File: src/rtl/dtpm_pkg.sv
`timescale 1ns / 1ps
// ----------------------------------------------------------------------------
// Drift tracking pointer map package
// Shared widths, constants, register codes, controller states and commands.
// ----------------------------------------------------------------------------
package dtpm_pkg;

  localparam int DT_W      = 16;
  localparam int DTC_W     = 7;
  localparam int GAIN_W    = 12;
  localparam int SPEED_W   = 12;
  localparam int THR_W     = 9;
  localparam int DZ_W      = 16;
  localparam int MARGIN_W  = 16;
  localparam int INV_W     = 2;
  localparam int MOVE_W    = 16;
  localparam int DIR_W     = 2;
  localparam int EC_W      = 4;
  localparam int PP_W      = SPEED_W + DTC_W;
  localparam int RCP_W     = 20;
  localparam int CFG_IDX_W = 3;
  localparam int CFG_DATA_W = 16;

  localparam int DT_CAP_MS   = 100;
  localparam int DT_SUB_MS   = 10;
  localparam int MIN_RANGE   = 1000;
  localparam int SUB_RANGE   = 100000;
  localparam int LIMIT_RESET = 60000;
  localparam int PUSH_DIV    = 1000;
  localparam int MOVE_MAX    = 32767;
  localparam int MOVE_MIN_MAG = 32768;

  // The rounded-up reciprocal of PUSH_DIV is exact for every push product.
  localparam int PUSH_SHIFT  = 29;
  localparam int PUSH_RECIP  = 536871;
  localparam int STEP_W      = PP_W + RCP_W - PUSH_SHIFT;

  localparam logic [GAIN_W-1:0]   GAIN_RST   = GAIN_W'(500);
  localparam logic [SPEED_W-1:0]  SPEED_RST  = SPEED_W'(1000);
  localparam logic [THR_W-1:0]    THR_RST    = THR_W'(218);
  localparam logic [DZ_W-1:0]     DZ_RST     = DZ_W'(328);
  localparam logic [MARGIN_W-1:0] MARGIN_RST = MARGIN_W'(1000);
  localparam logic [INV_W-1:0]    INV_RST    = '0;

  localparam logic signed [DIR_W-1:0] DIR_NONE = 2'sb00;
  localparam logic signed [DIR_W-1:0] DIR_POS  = 2'sb01;
  localparam logic signed [DIR_W-1:0] DIR_NEG  = 2'sb11;

  typedef enum logic [CFG_IDX_W-1:0] {
    REG_GAIN_X,
    REG_GAIN_Y,
    REG_SPEED_X,
    REG_SPEED_Y,
    REG_PUSH_THR,
    REG_DEADZONE,
    REG_MARGIN,
    REG_INVERT
  } cfg_reg_t;

  typedef enum logic [2:0] {
    ST_IDLE,
    ST_PREP,
    ST_MUL,
    ST_START,
    ST_DIV,
    ST_FIN
  } state_t;

  typedef struct packed {
    logic load;
    logic prep;
    logic mul;
    logic start;
    logic fin;
  } cmd_t;

endpackage

File: src/rtl/dtpm_ctrl.sv
`timescale 1ns / 1ps
// ----------------------------------------------------------------------------
// Drift tracking pointer map controller
// Sequences capture, offset forming, multiply, divide and result hand-off.
// ----------------------------------------------------------------------------
module dtpm_ctrl (
  input  logic           clk,
  input  logic           rst_n,
  input  logic           in_valid,
  input  logic           div_done,
  input  logic           out_free,
  output logic           in_ready,
  output dtpm_pkg::cmd_t cmd
);
  import dtpm_pkg::*;

  state_t state_r, state_nxt;

  always_ff @(posedge clk) begin
    if (!rst_n) begin
      state_r <= ST_IDLE;
    end else begin
      state_r <= state_nxt;
    end
  end

  always_comb begin
    state_nxt = state_r;
    unique case (state_r)
      ST_IDLE: begin
        if (in_valid) begin
          state_nxt = ST_PREP;
        end
      end
      ST_PREP:  state_nxt = ST_MUL;
      ST_MUL:   state_nxt = ST_START;
      ST_START: state_nxt = ST_DIV;
      ST_DIV: begin
        if (div_done) begin
          state_nxt = ST_FIN;
        end
      end
      ST_FIN: begin
        if (out_free) begin
          state_nxt = ST_IDLE;
        end
      end
      default: state_nxt = ST_IDLE;
    endcase
  end

  always_comb begin
    in_ready  = 1'b0;
    cmd       = '0;
    unique case (state_r)
      ST_IDLE: begin
        in_ready = 1'b1;
        cmd.load = in_valid;
      end
      ST_PREP:  cmd.prep  = 1'b1;
      ST_MUL:   cmd.mul   = 1'b1;
      ST_START: cmd.start = 1'b1;
      ST_DIV:   ;
      ST_FIN:   cmd.fin   = out_free;
      default:  ;
    endcase
  end

endmodule

File: config.mk
export PLATFORM = sky130hd
export DESIGN_NAME = dtpm_ctrl
export DESIGN_NICKNAME = d
export VERILOG_FILES = /design/src/rtl/dtpm_pkg.sv /design/src/rtl/dtpm_ctrl.sv
export SDC_FILE = /design/constraint.sdc
export NUM_CORES = 1
export LEC_CHECK = 0
export BUFFER_PORTS_ARGS = -buffer_cell sky130_fd_sc_hd__buf_2
export CORE_AREA = 2 2 39 41
export DETAILED_ROUTE_END_ITERATION = 7
export DIE_AREA = 0 0 41 43
export SYNTH_ARGS = -nofsm -noshare
export SYNTH_HDL_FRONTEND = slang
export SYNTH_SLANG_ARGS = --single-unit
File: constraint.sdc
create_clock -name clk -period 1.67 [get_ports clk]
set_input_delay 0.334 -clock clk [delete_from_list [all_inputs] [get_ports clk]]
set_output_delay 0.334 -clock clk [all_outputs]
set_load 0.02 [all_outputs]
## Word level (Yosys, flattened, before mapping)

Index checks and enable logic that the tools add are counted.

- Output and inout bits: 6
- Input bits: 5
- Register bits: 3
- Logic and storage cells: 21

- Multiplexer cells: 10
- Reductions and logical operators: 2
- Equal/unequal tests: 8

Operators with widths:

| cell | count |
|---|---|
| $pmux 3 s6 | 1 |
| $mux 3 | 3 |
| $eq 3x2->1 const B | 2 |
| $eq 3x3->1 const B | 2 |
| $mux 1 | 6 |
| $ne 2x2->1 const B | 3 |
| $eq 3x1->1 const B | 1 |
| $logic_not 3->1 | 1 |
| $reduce_and 3->1 | 1 |

## Logic depth before layout (Yosys ltp)

- Word-level depth: 3
- Depth in mapped cells: 4
- Depth with buffers taken out: 3

## Least setup slack after synthesis

No wires, ideal clock.

- Path type: reg2out
- Start: register state_r[0]
- End: output cmd[4] in the netlist's numbering
- Path slack: 0.264 ns
- Stages on the path, launching flop included: 4
- Required time: 1.336 ns
- Arrival time: 1.072 ns
- Cell sequence: dfxtp_1 > buf_6 > nor3_2 > and2_1

RTL lines:

| element | line | source |
|---|---|---|
| start, declared | dtpm_ctrl.sv:17 | `state_t state_r, state_nxt;` |
| start signal, assigned | dtpm_ctrl.sv:23 | `state_r <= state_nxt;` |
| end, declared | dtpm_ctrl.sv:13 | `output dtpm_pkg::cmd_t cmd` |

==> metrics.cfg <==
[clock_tree]
numCtsBuffers = 3
post_cts_buffers = 0
hold_buffers = 0
cts_root_buffer = clkbuf_4
cts_sinks = 3
clockBufferDepth = 2
clk_pin_slew_ns = 0.03
cts_tree = built
h-tree-depth = 1
cts_resized = 0
worstSkewPairLatency_ns = 0.23

[logic_synthesis]
synthXorXnorAreaFrac = 0.0432
synth_compound_area_frac = 0.105
synthSimpleGateAreaFrac = 0.432
synthesis.nets = 27
synthCells = 22
yosysWarnings = 0
synth-adder-area-share = 0
synth-seq-cells = 3
syn-cell-area_um2 = 203
yosysSeqAreaShare = 0.296
avgSynthCellArea_um2 = 9.21
synth_mux_area_frac = 0.0494
synth_top_family_by_area = simple AND/OR/NAND/NOR gates
synth.distinct_cells = 18

[setup_path]
worst-path-max-fanout = 6
crit_path_cell_trace = nor2b_2 > and3_1 > buf_2
required_ns = 1.34
cp-start-kind = flop
path_buf_inv = 1
crit_type = reg -> out
worst_path_max_delay_cell = dfxtp_1
regToRegStartpoint = state_r[0]$_SDFFE_PN0P_
reg2reg_to = state_r[2]$_SDFFE_PN0P_
critPathTopFamily = flip-flops
cp_slowest_stage_delay_ns = 0.41
endpoint_kind = output pin
timing.reg2reg.worst_path_depth = 3
arrival_ns = 1.18
reg2reg_slack_ns = 0.76

[pwr]
ir_worst_vdd_mv = 0.183
switchingPower_uw = 99.0
seqPwrFrac = 0.312
internal-power_uw = 211
combPwrFrac = 0.287
p_total_uw = 310
powerDensity_nw_per_um2 = 1080
clkPwrFrac = 0.401
netSwitchingFraction = 0.320
leakagePower_nw = 0.134

[sta]
layout_setup_ws_ns = 0.157
maxSlewViolCount = 0
hold_viol_final = 0
relSlewSlack = 0.818
hold-worst-slack_ns = 0.369
fmax_ghz = 0.661
period_share = 0.906
setup_violations = 0
fin_setup_tns_ns = 0
worstMarginPinSlew_ns = 0.273
skew_ns = 0.00268
fin_crit_ns = 1.51
rsz0062_at_grt = false

[floorplanning]
dieArea_um2 = 1760
start_util = 0.146
pin_count = 11
rows = 14
die_x_um = 41
die_y_um = 43
core-area_um2 = 1380

[place]
portBuffers = 10
place_inst = 47
gp_routability_congestion = 0.557
placed_area_um2 = 262
place_ws_ns = 0.398
hpwl_um = 306

[finish]
drive_gt1_frac = 0.543
final_cell_mix = 10 x buf_2, 3 x clkbuf_4, 3 x dfxtp_1
area_growth_pct = 42.0
top_register = state_r
final_common_cell = buf_2
nets = 41
seq_area_um2 = 60.1
multi_input_area_um2 = 128
top_regs = state_r: 3 flops
diodes = 0
final_area_um2 = 288
largest_reg_flops = 3
fill_cells = 158
final_cell_count_no_fill = 51
fin_util = 0.208

[global_route]
track_usage = 0.0553
antenna_found_initial = 0
grt-ovfl-total = 0
grt_pass1_vias = 189
grt_max_degree = 9
grt_pass1_wl_um = 621

[min_path]
worstHoldPathCells = 2
hp-class = in -> reg
min_from = rst_n
hold_end = state_r[2]$_SDFFE_PN0P_

[job]
maxCapViolCount = 0

[detailed_routing]
first_pass_iters = 2
wirelength_um = 375
first_iter_violations = 1
antenna_left = 0
viasPerCell = 3.76
vias = 192
drc_errors = 0
routedWlPerCell_um = 7.35

[status]
status = finished, final reports clean

power groups by stage:
| stage | Combinational, mW | Sequential (mW) | Clock [mW] |
|---|---|---|---|
| 5_1_grt | 0.101 | 0.0995 | 0.138 |
| 3_5_place_dp | 0.0901 | 0.0978 | 0 |
| 4_1_cts | 0.0904 | 0.0968 | 0.134 |
| 6_report | 0.0888 | 0.0967 | 0.124 |
| 2_1_floorplan | 0.0750 | 0.0907 | 0 |
| 3_3_place_gp | 0.0900 | 0.0977 | 0 |
final cells by class:
| class | instances | share of cell area |
|---|---|---|
| Tap cell | 16 | 0.0696 |
| Inverter | 1 | 0.0130 |
| Multi-Input combinational cell | 17 | 0.443 |
| Clock buffer | 4 | 0.0913 |
| Sequential cell | 3 | 0.209 |
| Timing Repair Buffer | 10 | 0.174 |
metal layers:
layer | track usage | share of wire | up-vias
met2 | 0.0781 | 0.50 | 6
met1 | 0.0581 | 0.42 | 85
li1 | - | - | 101
met5 | 0 | 0 | -
met3 | 0.0157 | 0.072 | 0
met4 | 0.0600 | 0 | 0
how the worst max path moves through the flow:
stage / depth (start not counted) / end / slack (ns) / start
floorplan: 3 / cmd[4] / 0.26 / state_r[0]$_SDFFE_PN0P_
global placement: 3 / cmd[0] / 0.40 / state_r[2]$_SDFFE_PN0P_
detailed placement: 3 / cmd[0] / 0.40 / state_r[2]$_SDFFE_PN0P_
CTS: 3 / cmd[0] / 0.14 / state_r[2]$_SDFFE_PN0P_
global route: 3 / cmd[0] / 0.04 / state_r[2]$_SDFFE_PN0P_
finish: 3 / cmd[0] / 0.16 / state_r[2]$_SDFFE_PN0P_
cell usage after synthesis:
| master | instances | share of area |
|---|---|---|
| a21oi_2 | 1 | 0.043 |
| and2_1 | 1 | 0.031 |
| and2_2 | 1 | 0.037 |
| and3_1 | 1 | 0.031 |
| and3b_1 | 1 | 0.043 |
| buf_6 | 1 | 0.056 |
| dfxtp_1 | 3 | 0.30 |
| inv_1 | 1 | 0.019 |
| mux2i_1 | 1 | 0.049 |
| nand2_1 | 2 | 0.037 |
| nor2_1 | 1 | 0.019 |
| nor2b_2 | 2 | 0.086 |
| nor3_2 | 1 | 0.049 |
| nor3b_1 | 1 | 0.037 |
| nor3b_2 | 1 | 0.062 |
| o211ai_1 | 1 | 0.037 |
| o21ai_1 | 1 | 0.025 |
| xnor2_1 | 1 | 0.043 |
logic make-up (layout without fill, tap and decap cells):
kind of cell | after synthesis | in the layout
AOI/OAI and AO/OA | 3 | 3
buffers and inverters | 2 | 15
muxes | 1 | 1
DFF | 3 | 3
and+or+nand+nor | 12 | 12
xor gates and xnor gates | 1 | 1
Note: power is estimated with default switching activity, not from simulation.
