### src/rtl/dtpm_pkg.sv
`timescale 1ns / 1ps
// ----------------------------------------------------------------------------
// Drift tracking pointer map package
// Shared widths, constants, register codes, controller states and commands.
// ----------------------------------------------------------------------------
package dtpm_pkg;

  localparam int DT_W      = 16;
  localparam int DTC_W     = 7;
  localparam int GAIN_W    = 12;
  localparam int SPEED_W   = 12;
  localparam int THR_W     = 9;
  localparam int DZ_W      = 16;
  localparam int MARGIN_W  = 16;
  localparam int INV_W     = 2;
  localparam int MOVE_W    = 16;
  localparam int DIR_W     = 2;
  localparam int EC_W      = 4;
  localparam int PP_W      = SPEED_W + DTC_W;
  localparam int RCP_W     = 20;
  localparam int CFG_IDX_W = 3;
  localparam int CFG_DATA_W = 16;

  localparam int DT_CAP_MS   = 100;
  localparam int DT_SUB_MS   = 10;
  localparam int MIN_RANGE   = 1000;
  localparam int SUB_RANGE   = 100000;
  localparam int LIMIT_RESET = 60000;
  localparam int PUSH_DIV    = 1000;
  localparam int MOVE_MAX    = 32767;
  localparam int MOVE_MIN_MAG = 32768;

  // The rounded-up reciprocal of PUSH_DIV is exact for every push product.
  localparam int PUSH_SHIFT  = 29;
  localparam int PUSH_RECIP  = 536871;
  localparam int STEP_W      = PP_W + RCP_W - PUSH_SHIFT;

  localparam logic [GAIN_W-1:0]   GAIN_RST   = GAIN_W'(500);
  localparam logic [SPEED_W-1:0]  SPEED_RST  = SPEED_W'(1000);
  localparam logic [THR_W-1:0]    THR_RST    = THR_W'(218);
  localparam logic [DZ_W-1:0]     DZ_RST     = DZ_W'(328);
  localparam logic [MARGIN_W-1:0] MARGIN_RST = MARGIN_W'(1000);
  localparam logic [INV_W-1:0]    INV_RST    = '0;

  localparam logic signed [DIR_W-1:0] DIR_NONE = 2'sb00;
  localparam logic signed [DIR_W-1:0] DIR_POS  = 2'sb01;
  localparam logic signed [DIR_W-1:0] DIR_NEG  = 2'sb11;

  typedef enum logic [CFG_IDX_W-1:0] {
    REG_GAIN_X,
    REG_GAIN_Y,
    REG_SPEED_X,
    REG_SPEED_Y,
    REG_PUSH_THR,
    REG_DEADZONE,
    REG_MARGIN,
    REG_INVERT
  } cfg_reg_t;

  typedef enum logic [2:0] {
    ST_IDLE,
    ST_PREP,
    ST_MUL,
    ST_START,
    ST_DIV,
    ST_FIN
  } state_t;

  typedef struct packed {
    logic load;
    logic prep;
    logic mul;
    logic start;
    logic fin;
  } cmd_t;

endpackage

### src/rtl/dtpm_div.sv
`timescale 1ns / 1ps
// ----------------------------------------------------------------------------
// Drift tracking pointer map divider
// Restoring unsigned divider producing one quotient bit per cycle.
// ----------------------------------------------------------------------------
module dtpm_div #(
  parameter int DW = 31,
  parameter int VW = 18
) (
  input  logic          clk,
  input  logic          rst_n,
  input  logic          start,
  input  logic [DW-1:0] dividend,
  input  logic [VW-1:0] divisor,
  output logic [DW-1:0] quotient,
  output logic          done
);
  localparam int CW = $clog2(DW + 1);

  logic [CW-1:0] cnt_r, cnt_nxt;
  logic [DW-1:0] quo_r, quo_nxt;
  logic [VW-1:0] rem_r, rem_nxt;
  logic [VW-1:0] dvs_r;
  logic [VW:0]   part;
  logic [VW:0]   trial;
  logic          ge;

  assign part  = {rem_r, quo_r[DW-1]};
  assign ge    = part >= {1'b0, dvs_r};
  assign trial = part - {1'b0, dvs_r};

  always_comb begin
    cnt_nxt = cnt_r;
    quo_nxt = quo_r;
    rem_nxt = rem_r;
    if (start) begin
      cnt_nxt = CW'(DW);
      quo_nxt = dividend;
      rem_nxt = '0;
    end else if (cnt_r != '0) begin
      cnt_nxt = cnt_r - 1'b1;
      quo_nxt = {quo_r[DW-2:0], ge};
      rem_nxt = ge ? trial[VW-1:0] : part[VW-1:0];
    end
  end

  always_ff @(posedge clk) begin
    if (!rst_n) begin
      cnt_r <= '0;
    end else begin
      cnt_r <= cnt_nxt;
    end
  end

  always_ff @(posedge clk) begin
    quo_r <= quo_nxt;
    rem_r <= rem_nxt;
    if (start) begin
      dvs_r <= divisor;
    end
  end

  assign quotient = quo_r;
  assign done     = (cnt_r == '0);

endmodule

### src/rtl/dtpm_axis.sv
`timescale 1ns / 1ps
// ----------------------------------------------------------------------------
// Drift tracking pointer map axis datapath
// Limit tracking, offset forming, mode decision and scaled move for one axis.
// ----------------------------------------------------------------------------
module dtpm_axis #(
  parameter int POS_BITS  = 18,
  parameter int EDGE_HOLD = 10
) (
  input  logic                                clk,
  input  logic                                rst_n,
  input  dtpm_pkg::cmd_t                      cmd,
  input  logic signed [POS_BITS-1:0]          pos,
  input  logic [dtpm_pkg::DTC_W-1:0]          dt,
  input  logic [dtpm_pkg::GAIN_W-1:0]         gain,
  input  logic [dtpm_pkg::SPEED_W-1:0]        push_speed,
  input  logic [dtpm_pkg::THR_W-1:0]          push_thr,
  input  logic [dtpm_pkg::DZ_W-1:0]           deadzone,
  input  logic [dtpm_pkg::MARGIN_W-1:0]       margin,
  input  logic                                invert,
  output logic                                div_done,
  output logic signed [dtpm_pkg::MOVE_W-1:0]  move,
  output logic signed [dtpm_pkg::DIR_W-1:0]   dir
);
  import dtpm_pkg::*;

  localparam int LW = (POS_BITS > 18) ? POS_BITS : 18;
  localparam int MW = LW + 1;
  localparam int DW = MW + GAIN_W;

  logic signed [LW-1:0] low_r, high_r, prior_r, v_r;
  logic [EC_W-1:0]      cnt_r;

  logic signed [LW-1:0] pos_ext;
  logic signed [LW:0]   v_w, marg_s, hi_edge, lo_edge;
  logic                 at_high, at_low;
  logic [EC_W-1:0]      cnt_inc;
  logic                 hold;

  logic signed [LW:0]   range_raw, min_rng;
  logic [LW-1:0]        range_sel;
  logic [LW+1:0]        num_w, mag_full;
  logic                 num_neg;

  logic [LW-1:0]        range_r;
  logic [MW-1:0]        mag_r;
  logic                 neg_r, nz_r;

  logic [LW+8:0]        thr_prod_r;
  logic [LW+15:0]       dz_prod_r;
  logic [DW-1:0]        gain_prod_r;
  logic [PP_W-1:0]      push_prod_r;

  logic                 push_w, norm_w;
  logic [DW-1:0]        dvd_w;
  logic [LW-1:0]        dvs_w;
  logic                 mneg_r;
  logic signed [DIR_W-1:0] dir_r;

  logic [PP_W+RCP_W-1:0] step_prod;
  logic [STEP_W-1:0]     step_r;
  logic                  push_r;

  logic [DW-1:0]        quo;
  logic [DW-1:0]        mag_q;
  logic                 out_neg;

  assign pos_ext = LW'(pos);
  assign v_w     = {pos_ext[LW-1], pos_ext};
  assign marg_s  = {{(LW + 1 - MARGIN_W){1'b0}}, margin};
  assign hi_edge = {high_r[LW-1], high_r} - marg_s;
  assign lo_edge = {low_r[LW-1], low_r} + marg_s;
  assign at_high = (v_w >= hi_edge) && (pos_ext > prior_r);
  assign at_low  = (v_w <= lo_edge) && (pos_ext < prior_r);
  assign cnt_inc = cnt_r + 1'b1;
  assign hold    = cnt_inc > EC_W'(EDGE_HOLD);

  always_ff @(posedge clk) begin
    if (!rst_n) begin
      low_r   <= LW'(-LIMIT_RESET);
      high_r  <= LW'(LIMIT_RESET);
      prior_r <= '0;
      cnt_r   <= '0;
    end else if (cmd.load) begin
      prior_r <= pos_ext;
      if (at_high || at_low) begin
        if (hold) begin
          cnt_r <= '0;
          if (at_high) begin
            high_r <= pos_ext;
          end else begin
            low_r <= pos_ext;
          end
        end else begin
          cnt_r <= cnt_inc;
        end
      end else begin
        cnt_r <= '0;
      end
    end
  end

  assign range_raw = {high_r[LW-1], high_r} - {low_r[LW-1], low_r};
  assign min_rng   = (LW + 1)'(MIN_RANGE);
  assign range_sel = (range_raw < min_rng) ? LW'(SUB_RANGE) : range_raw[LW-1:0];
  assign num_w     = {v_r[LW-1], v_r, 1'b0} - {{2{low_r[LW-1]}}, low_r}
                     - {{2{high_r[LW-1]}}, high_r};
  assign num_neg   = num_w[LW+1];
  assign mag_full  = num_neg ? (~num_w + 1'b1) : num_w;

  assign push_w = {mag_r, 8'b0} >= thr_prod_r;
  assign norm_w = {mag_r, 16'b0} > {1'b0, dz_prod_r};
  assign dvd_w  = (norm_w && !push_w) ? gain_prod_r : '0;
  assign dvs_w  = range_r;

  assign step_prod = (PP_W + RCP_W)'(push_prod_r) * (PP_W + RCP_W)'(PUSH_RECIP);

  always_ff @(posedge clk) begin
    if (cmd.load) begin
      v_r <= pos_ext;
    end
    if (cmd.prep) begin
      range_r <= range_sel;
      mag_r   <= mag_full[MW-1:0];
      neg_r   <= num_neg;
      nz_r    <= |num_w;
    end
    if (cmd.mul) begin
      thr_prod_r  <= (LW + 9)'(push_thr) * range_r;
      dz_prod_r   <= (LW + 16)'(deadzone) * range_r;
      gain_prod_r <= DW'(gain) * mag_r;
      push_prod_r <= PP_W'(push_speed) * PP_W'(dt);
    end
    if (cmd.start) begin
      push_r <= push_w;
      step_r <= step_prod[PP_W+RCP_W-1:PUSH_SHIFT];
      if (push_w) begin
        dir_r  <= (nz_r && !neg_r) ? DIR_POS : DIR_NEG;
        mneg_r <= !(nz_r && !neg_r);
      end else begin
        dir_r  <= DIR_NONE;
        mneg_r <= neg_r;
      end
    end
  end

  dtpm_div #(
    .DW (DW),
    .VW (LW)
  ) u_div (
    .clk      (clk),
    .rst_n    (rst_n),
    .start    (cmd.start),
    .dividend (dvd_w),
    .divisor  (dvs_w),
    .quotient (quo),
    .done     (div_done)
  );

  assign mag_q   = push_r ? DW'(step_r) : quo;
  assign out_neg = mneg_r ^ invert;

  always_comb begin
    if (!out_neg) begin
      move = (mag_q > DW'(MOVE_MAX)) ? MOVE_W'(MOVE_MAX) : mag_q[MOVE_W-1:0];
    end else begin
      move = (mag_q > DW'(MOVE_MIN_MAG)) ? MOVE_W'(-MOVE_MIN_MAG) : -mag_q[MOVE_W-1:0];
    end
  end

  assign dir = dir_r;

endmodule

### config.mk
export PLATFORM = sky130hd
export DESIGN_NAME = dtpm_axis
export DESIGN_NICKNAME = d
export VERILOG_FILES = /design/src/rtl/dtpm_pkg.sv /design/src/rtl/dtpm_div.sv /design/src/rtl/dtpm_axis.sv
export SDC_FILE = /design/constraint.sdc
export NUM_CORES = 2
export LEC_CHECK = 0
export BUFFER_PORTS_ARGS = -buffer_cell sky130_fd_sc_hd__buf_4
export CAP_MARGIN = 20
export CORE_ASPECT_RATIO = 0.8
export CORE_MARGIN = 2
export CORE_UTILIZATION = 66
export CTS_CLUSTER_DIAMETER = 150
export CTS_CLUSTER_SIZE = 25
export DETAILED_ROUTE_END_ITERATION = 16
export PLACE_DENSITY = 0.84
export SETUP_SLACK_MARGIN = 0.05
export SLEW_MARGIN = 20
export SYNTH_ARGS = -nofsm -noshare
export SYNTH_HDL_FRONTEND = slang
export SYNTH_SLANG_ARGS = --single-unit
### constraint.sdc
create_clock -name clk -period 9.39 [get_ports clk]
set_clock_uncertainty 0.1 [all_clocks]
set_input_delay 1.4085 -clock clk [delete_from_list [all_inputs] [get_ports clk]]
set_output_delay 1.4085 -clock clk [all_outputs]
set_load 0.05 [all_outputs]
# After elaboration in Yosys (flattened, before gate mapping)
# Index checks and enable logic that the tools add are counted.
word_totals:
  register_bits: 312
  inputBits: 98
  out_inout_bits: 19
  word_cells: 79
classes:
  add_sub_neg: 10
  mul: 5
  n_lt_le_gt_ge: 11
  mux: 15
  bitwise: 3
  n_reduce_logical: 14
op_table:
  columns: ["op", "count"]
  rows:
  - ["$mux 31", 4]
  - ["$mux 16", 3]
  - ["$mul 19x20->39 const B", 1]
  - ["$gt 35x34->1", 1]
  - ["$mul 16x18->34", 1]
  - ["$gt 31x15->1 const B", 1]
  - ["$gt 31x16->1 const B", 1]
  - ["$mul 12x19->31", 1]
  - ["$ge 27x27->1", 1]
  - ["$mul 9x18->27", 1]
  - ["$reduce_or 20->1", 1]
  - ["$sub 19x18->20", 1]
  - ["$sub 20x20->20", 1]
  - ["$add 18x17->19", 1]
  - ["$add 19x1->19 const B", 1]
  - ["$ge 18x19->1", 1]
  - ["$ge 19x18->1", 1]
  - ["$le 18x19->1", 1]
  - ["$lt 19x11->1 const B", 1]
  - ["$mul 12x7->19", 1]
  - ["$mux 19", 1]
  - ["$not 19->19", 1]
  - ["$sub 18x17->19", 1]
  - ["$sub 18x18->19", 1]
  - ["21 further kinds", 29]

# Depth between registers and ports, before layout
logic_depth:
  word_depth: 5
  mapped_depth: 24

# Cells and area by module
# From an unflattened synthesis, not the netlist that was laid out.
hier_totals:
  cells_unflattened: 5165
  hier_area_um2: 48266.3
by_module_without_submodules:
  columns: ["mod", "instances", "cells_per_inst", "area_per_inst_um2"]
  rows:
  - ["dtpm_axis", 1, 4802, 44315.0]
  - ["dtpm_div", 1, 363, 3951.3]

# Worst setup path before layout
# Ideal clock, no wire load.
synth_path:
  path_kind: "input -> register"
  start: "input port deadzone[9] (netlist bit)"
  end: "register dz_prod_r[31], data pin"
  t_arrival_ns: 7.052
  path_slack_ns: 1.975
  path_stages: 22
  path_buffers: 2
  path_cell_list: "clkbuf_1 clkbuf_1 nand2_1 fa_1 inv_1 fa_1 fa_1 fa_1 fa_1 inv_1 fa_1 inv_1 ha_1 nand2_1 o21ai_0 o21ai_0 a21o_1 a211oi_1 o21ai_0 a21boi_0 a311oi_1 xnor2_1"
synth_between:
  elab_chain_len: 1
synth_lines:
  columns: ["element", "line", "rtl"]
  rows:
  - ["start: declaration", "dtpm_axis.sv:18", "input logic [dtpm_pkg::DZ_W-1:0] deadzone,"]
  - ["$mul 16x18->34", "dtpm_axis.sv:130", "dz_prod_r <= (LW + 16)'(deadzone) * range_r;"]
  - ["end signal: assignment", "dtpm_axis.sv:130", null]
  - ["end: declaration", "dtpm_axis.sv:50", "logic [LW+15:0] dz_prod_r;"]
# No other way between the ends.
# A chain may end at the register's enable or synchronous reset.

# Worst setup path in the final report
layout_path:
  start: "input port deadzone[6] (netlist bit)"
  end: "register dz_prod_r[31], data pin"
# Same word-level chain as after synthesis.

==> reports/metrics.csv <==
stage;metric;value;unit
critical_path;r2r-end;dz_prod_r[31];
drt;antenna_left;0;
place;hpwlAfterDp;86500;um
synthesis;synth_edf_count;231;
finish;nets;6534;
finish;drive_gt1_share;4.09;%
clocking;ctsHoldBuffers;0;
critical_path;path_common_cell;fa_1;
critical_path;startpoint_type;input port;
clocking;clk_pin_slew;0.10;ns
critical_path;r2r_cells;23;
place;place_congestion;0.915;
synthesis;synthTopCellsByArea;fa_1 (28%), ha_1 (16%), edfxtp_1 (15%);
global_route;grt_antenna_before_repair;0;
timing;report.final.slew_viol_count;0;
clocking;cts-resized-gates;0;
synthesis;yosys_warnings;0;
drt;wl_per_cell;17.9;um
timing;rsz0062_at_grt;no;
synthesis;yosysTopAreaCell;fa_1;
run_status;status;complete, no violations;
drt;wl;110000;um
floorplanning;core-area;0.0719;mm^2
timing;period_needed;7.45;ns
clocking;htree_levels;1;
critical_path;crit_path_max_incr_delay;0.56;ns
global_route;grt_pass1_wl;183000;um
critical_path;cp_max_fo;18;
clocking;clk_latency;0.55;ns
finish;final_common_cell;inv_1;
hold_path;min-delay-start;prior_r[10];
drt;vias;35800;
timing;min_period_over_period;79.3;%
drt;drc;0;
drt;first_pass_iters;5;
timing;maxSlewHeadroom;29.7;%
clocking;clock_sinks;312;
critical_path;crit_slowest_cell;fa_1;
drt;first_iter_violations;2738;
synthesis;syn_inst;5151;
critical_path;r2r_slack;1.95;ns
timing;setup_viol;0;
clocking;postCtsSetupBuffers;0;
global_route;overflow;0;
synthesis;ys_types;90;
critical_path;crit_path_end_kind;flip-flop;
clocking;cts_tree;built;
critical_path;crit_type;in -> reg;
timing;fmax;0.134;GHz
place;io_buffer_count;115;
global_route;track_usage;30.2;%
synthesis;async_flop_share;0;%
hold_path;hold_depth;2;
timing;hold_violations;0;
hold_path;worst_hold_path_type;reg -> reg;
synthesis;syn_avg_cell_area;9.28;um^2
drt;vias_per_cell;5.86;
clocking;cts_root_buf;clkbuf_16;
critical_path;worst_ep_arrival_time;7.65;ns
critical_path;worstReg2RegStart;dvs_w[5];
critical_path;crit_chain;buf_4, and2_1, fa_1, inv_1, fa_1, fa_1, inv_1, fa_1, fa_1, inv_1, fa_1, inv_1, ha_1, a21oi_1, o21ai_0, o21ai_0, a21o_1, a211oi_1, o21ai_0, a21boi_0, a311oi_1, xnor2_1;
hold_path;worstHoldEndpoint;prior_r[10];
synthesis;synth_top_area_share;27.5;%
finish;final_cell_mix;inv_1 (1,015), fa_1 (657), ha_1 (625);
critical_path;cp.required;9.59;ns
floorplanning;die_w;305;um
synthesis;synth_seq_cells;312;
global_route;grt_pass1_vias;37100;
finish;syn_to_final_growth;4.62;%
synthesis;ys.flop_type;edfxtp_1;
synthesis;syn-num-nets;6531;
floorplanning;boundaryPins;117;
clocking;cts_max_path_buffers;3;
floorplanning;rows;88;
timing;setup_tns;0;ns
floorplanning;start_util;66.5;%
flow_run;maxCapViolCount;0;
floorplanning;dieHeight;245;um
timing;tightestPinTransition;1.06;ns
synthesis;syn_area;0.0478;mm^2
clocking;cts_buffers;16;
synthesis;ys_seq_area_share;17.9;%
floorplanning;die_area;0.0746;mm^2
global_route;grt_max_degree;58;
## state kept, by name, summed over array words and instances (netlist names), 10 cells and up
signal          cells
dvs_w              18
dz_prod_r          34
gain_prod_r        31
high_r             18
low_r              18
mag_r              19
prior_r            18
push_prod_r        19
step_r             10
thr_prod_r         27
u_div.dvs_r        18
u_div.quotient     31
u_div.rem_r        18
v_r                18
## metrics by stage
stage	area, um^2	utilization (%)	cells	hold slack (ns)	worst slack [ns]
floorplan	47800	-	5151	0.345	1.98
global placement	49400	68.8	6078	0.370	1.53
detailed placement	49500	68.8	6080	0.381	1.38
CTS	50000	69.5	6108	0.402	1.98
global route	50000	69.5	6109	0.418	1.45
finish	50000	69.5	6110	0.397	1.94
## logic make-up (layout without fill, tap and decap cells)
family	Yosys count	count (layout)	synth area share, %
simple gates	1450	1450	14.8
mux	44	44	0.927
compound gates	713	713	10.1
fa+ha+maj	1282	1282	43.9
xor+xnor	169	169	3.10
other cells	0	1	0
buf+inv	1181	1194	9.29
flops	312	312	17.9
## cells in the mapped netlist, types with 11 or more instances
| library cell | number |
|---|---|
| o31ai_1 | 17 |
| inv_1 | 1015 |
| a21oi_1 | 199 |
| a21o_1 | 75 |
| fa_1 | 657 |
| ha_1 | 625 |
| clkbuf_1 | 154 |
| nor2b_1 | 30 |
| nand2b_1 | 35 |
| and2_1 | 319 |
| a311oi_1 | 17 |
| o21a_1 | 23 |
| nand3_1 | 79 |
| a22o_1 | 35 |
| or2_2 | 20 |
| a211oi_1 | 39 |
| nand4_1 | 40 |
| mux2i_1 | 42 |
| xnor2_1 | 110 |
| and3_1 | 24 |
| a22oi_1 | 11 |
| nor3_1 | 68 |
| o211ai_1 | 23 |
| xor2_1 | 59 |
| o21bai_1 | 20 |
| edfxtp_1 | 231 |
| nand2_1 | 568 |
| dfxtp_1 | 81 |
| or3_1 | 27 |
| nor2_1 | 183 |
| o21ai_0 | 129 |
| a31oi_1 | 16 |
| nor4_1 | 21 |
## per-layer routing
metal  wire length [um]  vias up  global-route usage [%]
met5                  0        -                       0
met3               8880      185                    4.58
met1              45800    17600                    40.8
met2              51900     1337                    50.7
met4               3000        0                    9.13
li1                   -    16700                       -
## layout make-up
cell class / instances / area, um^2
antenna: 1 / 2.50
timing repair buffer: 149 / 1150
inverter: 1017 / 3820
clock inverter: 1 / 16.3
tap: 945 / 1180
sequential: 312 / 8560
fill: 5338 / 21900
multi-input combinational: 3658 / 34800
clock buffer: 27 / 463
## critical path, delay by kind of cell
| kind | cells | cell delay (ns) |
|---|---|---|
| adders and majority gates | 7 | 3.52 |
| and+or+nand+nor | 1 | 0.20 |
| AOI/OAI and AO/OA | 8 | 1.95 |
| xor gates and xnor gates | 1 | 0.16 |
| buffers and inverters | 5 | 0.41 |
## worst max-delay path by stage
| stage | startpoint | depth (start not counted) | slack [ns] | end |
|---|---|---|---|---|
| after global placement | deadzone[6] | 22 | 1.53 | dz_prod_r[31] |
| after global routing | dvs_w[5] | 23 | 1.45 | dz_prod_r[31] |
| after detailed placement | deadzone[6] | 22 | 1.38 | dz_prod_r[31] |
| final | deadzone[6] | 22 | 1.94 | dz_prod_r[31] |
| after floorplan | deadzone[9] | 22 | 1.98 | dz_prod_r[31] |
| after CTS | deadzone[6] | 22 | 1.98 | dz_prod_r[31] |
Power is not shown: default switching activity piles up to over one toggle a cycle in this logic, so the estimate is an artifact.
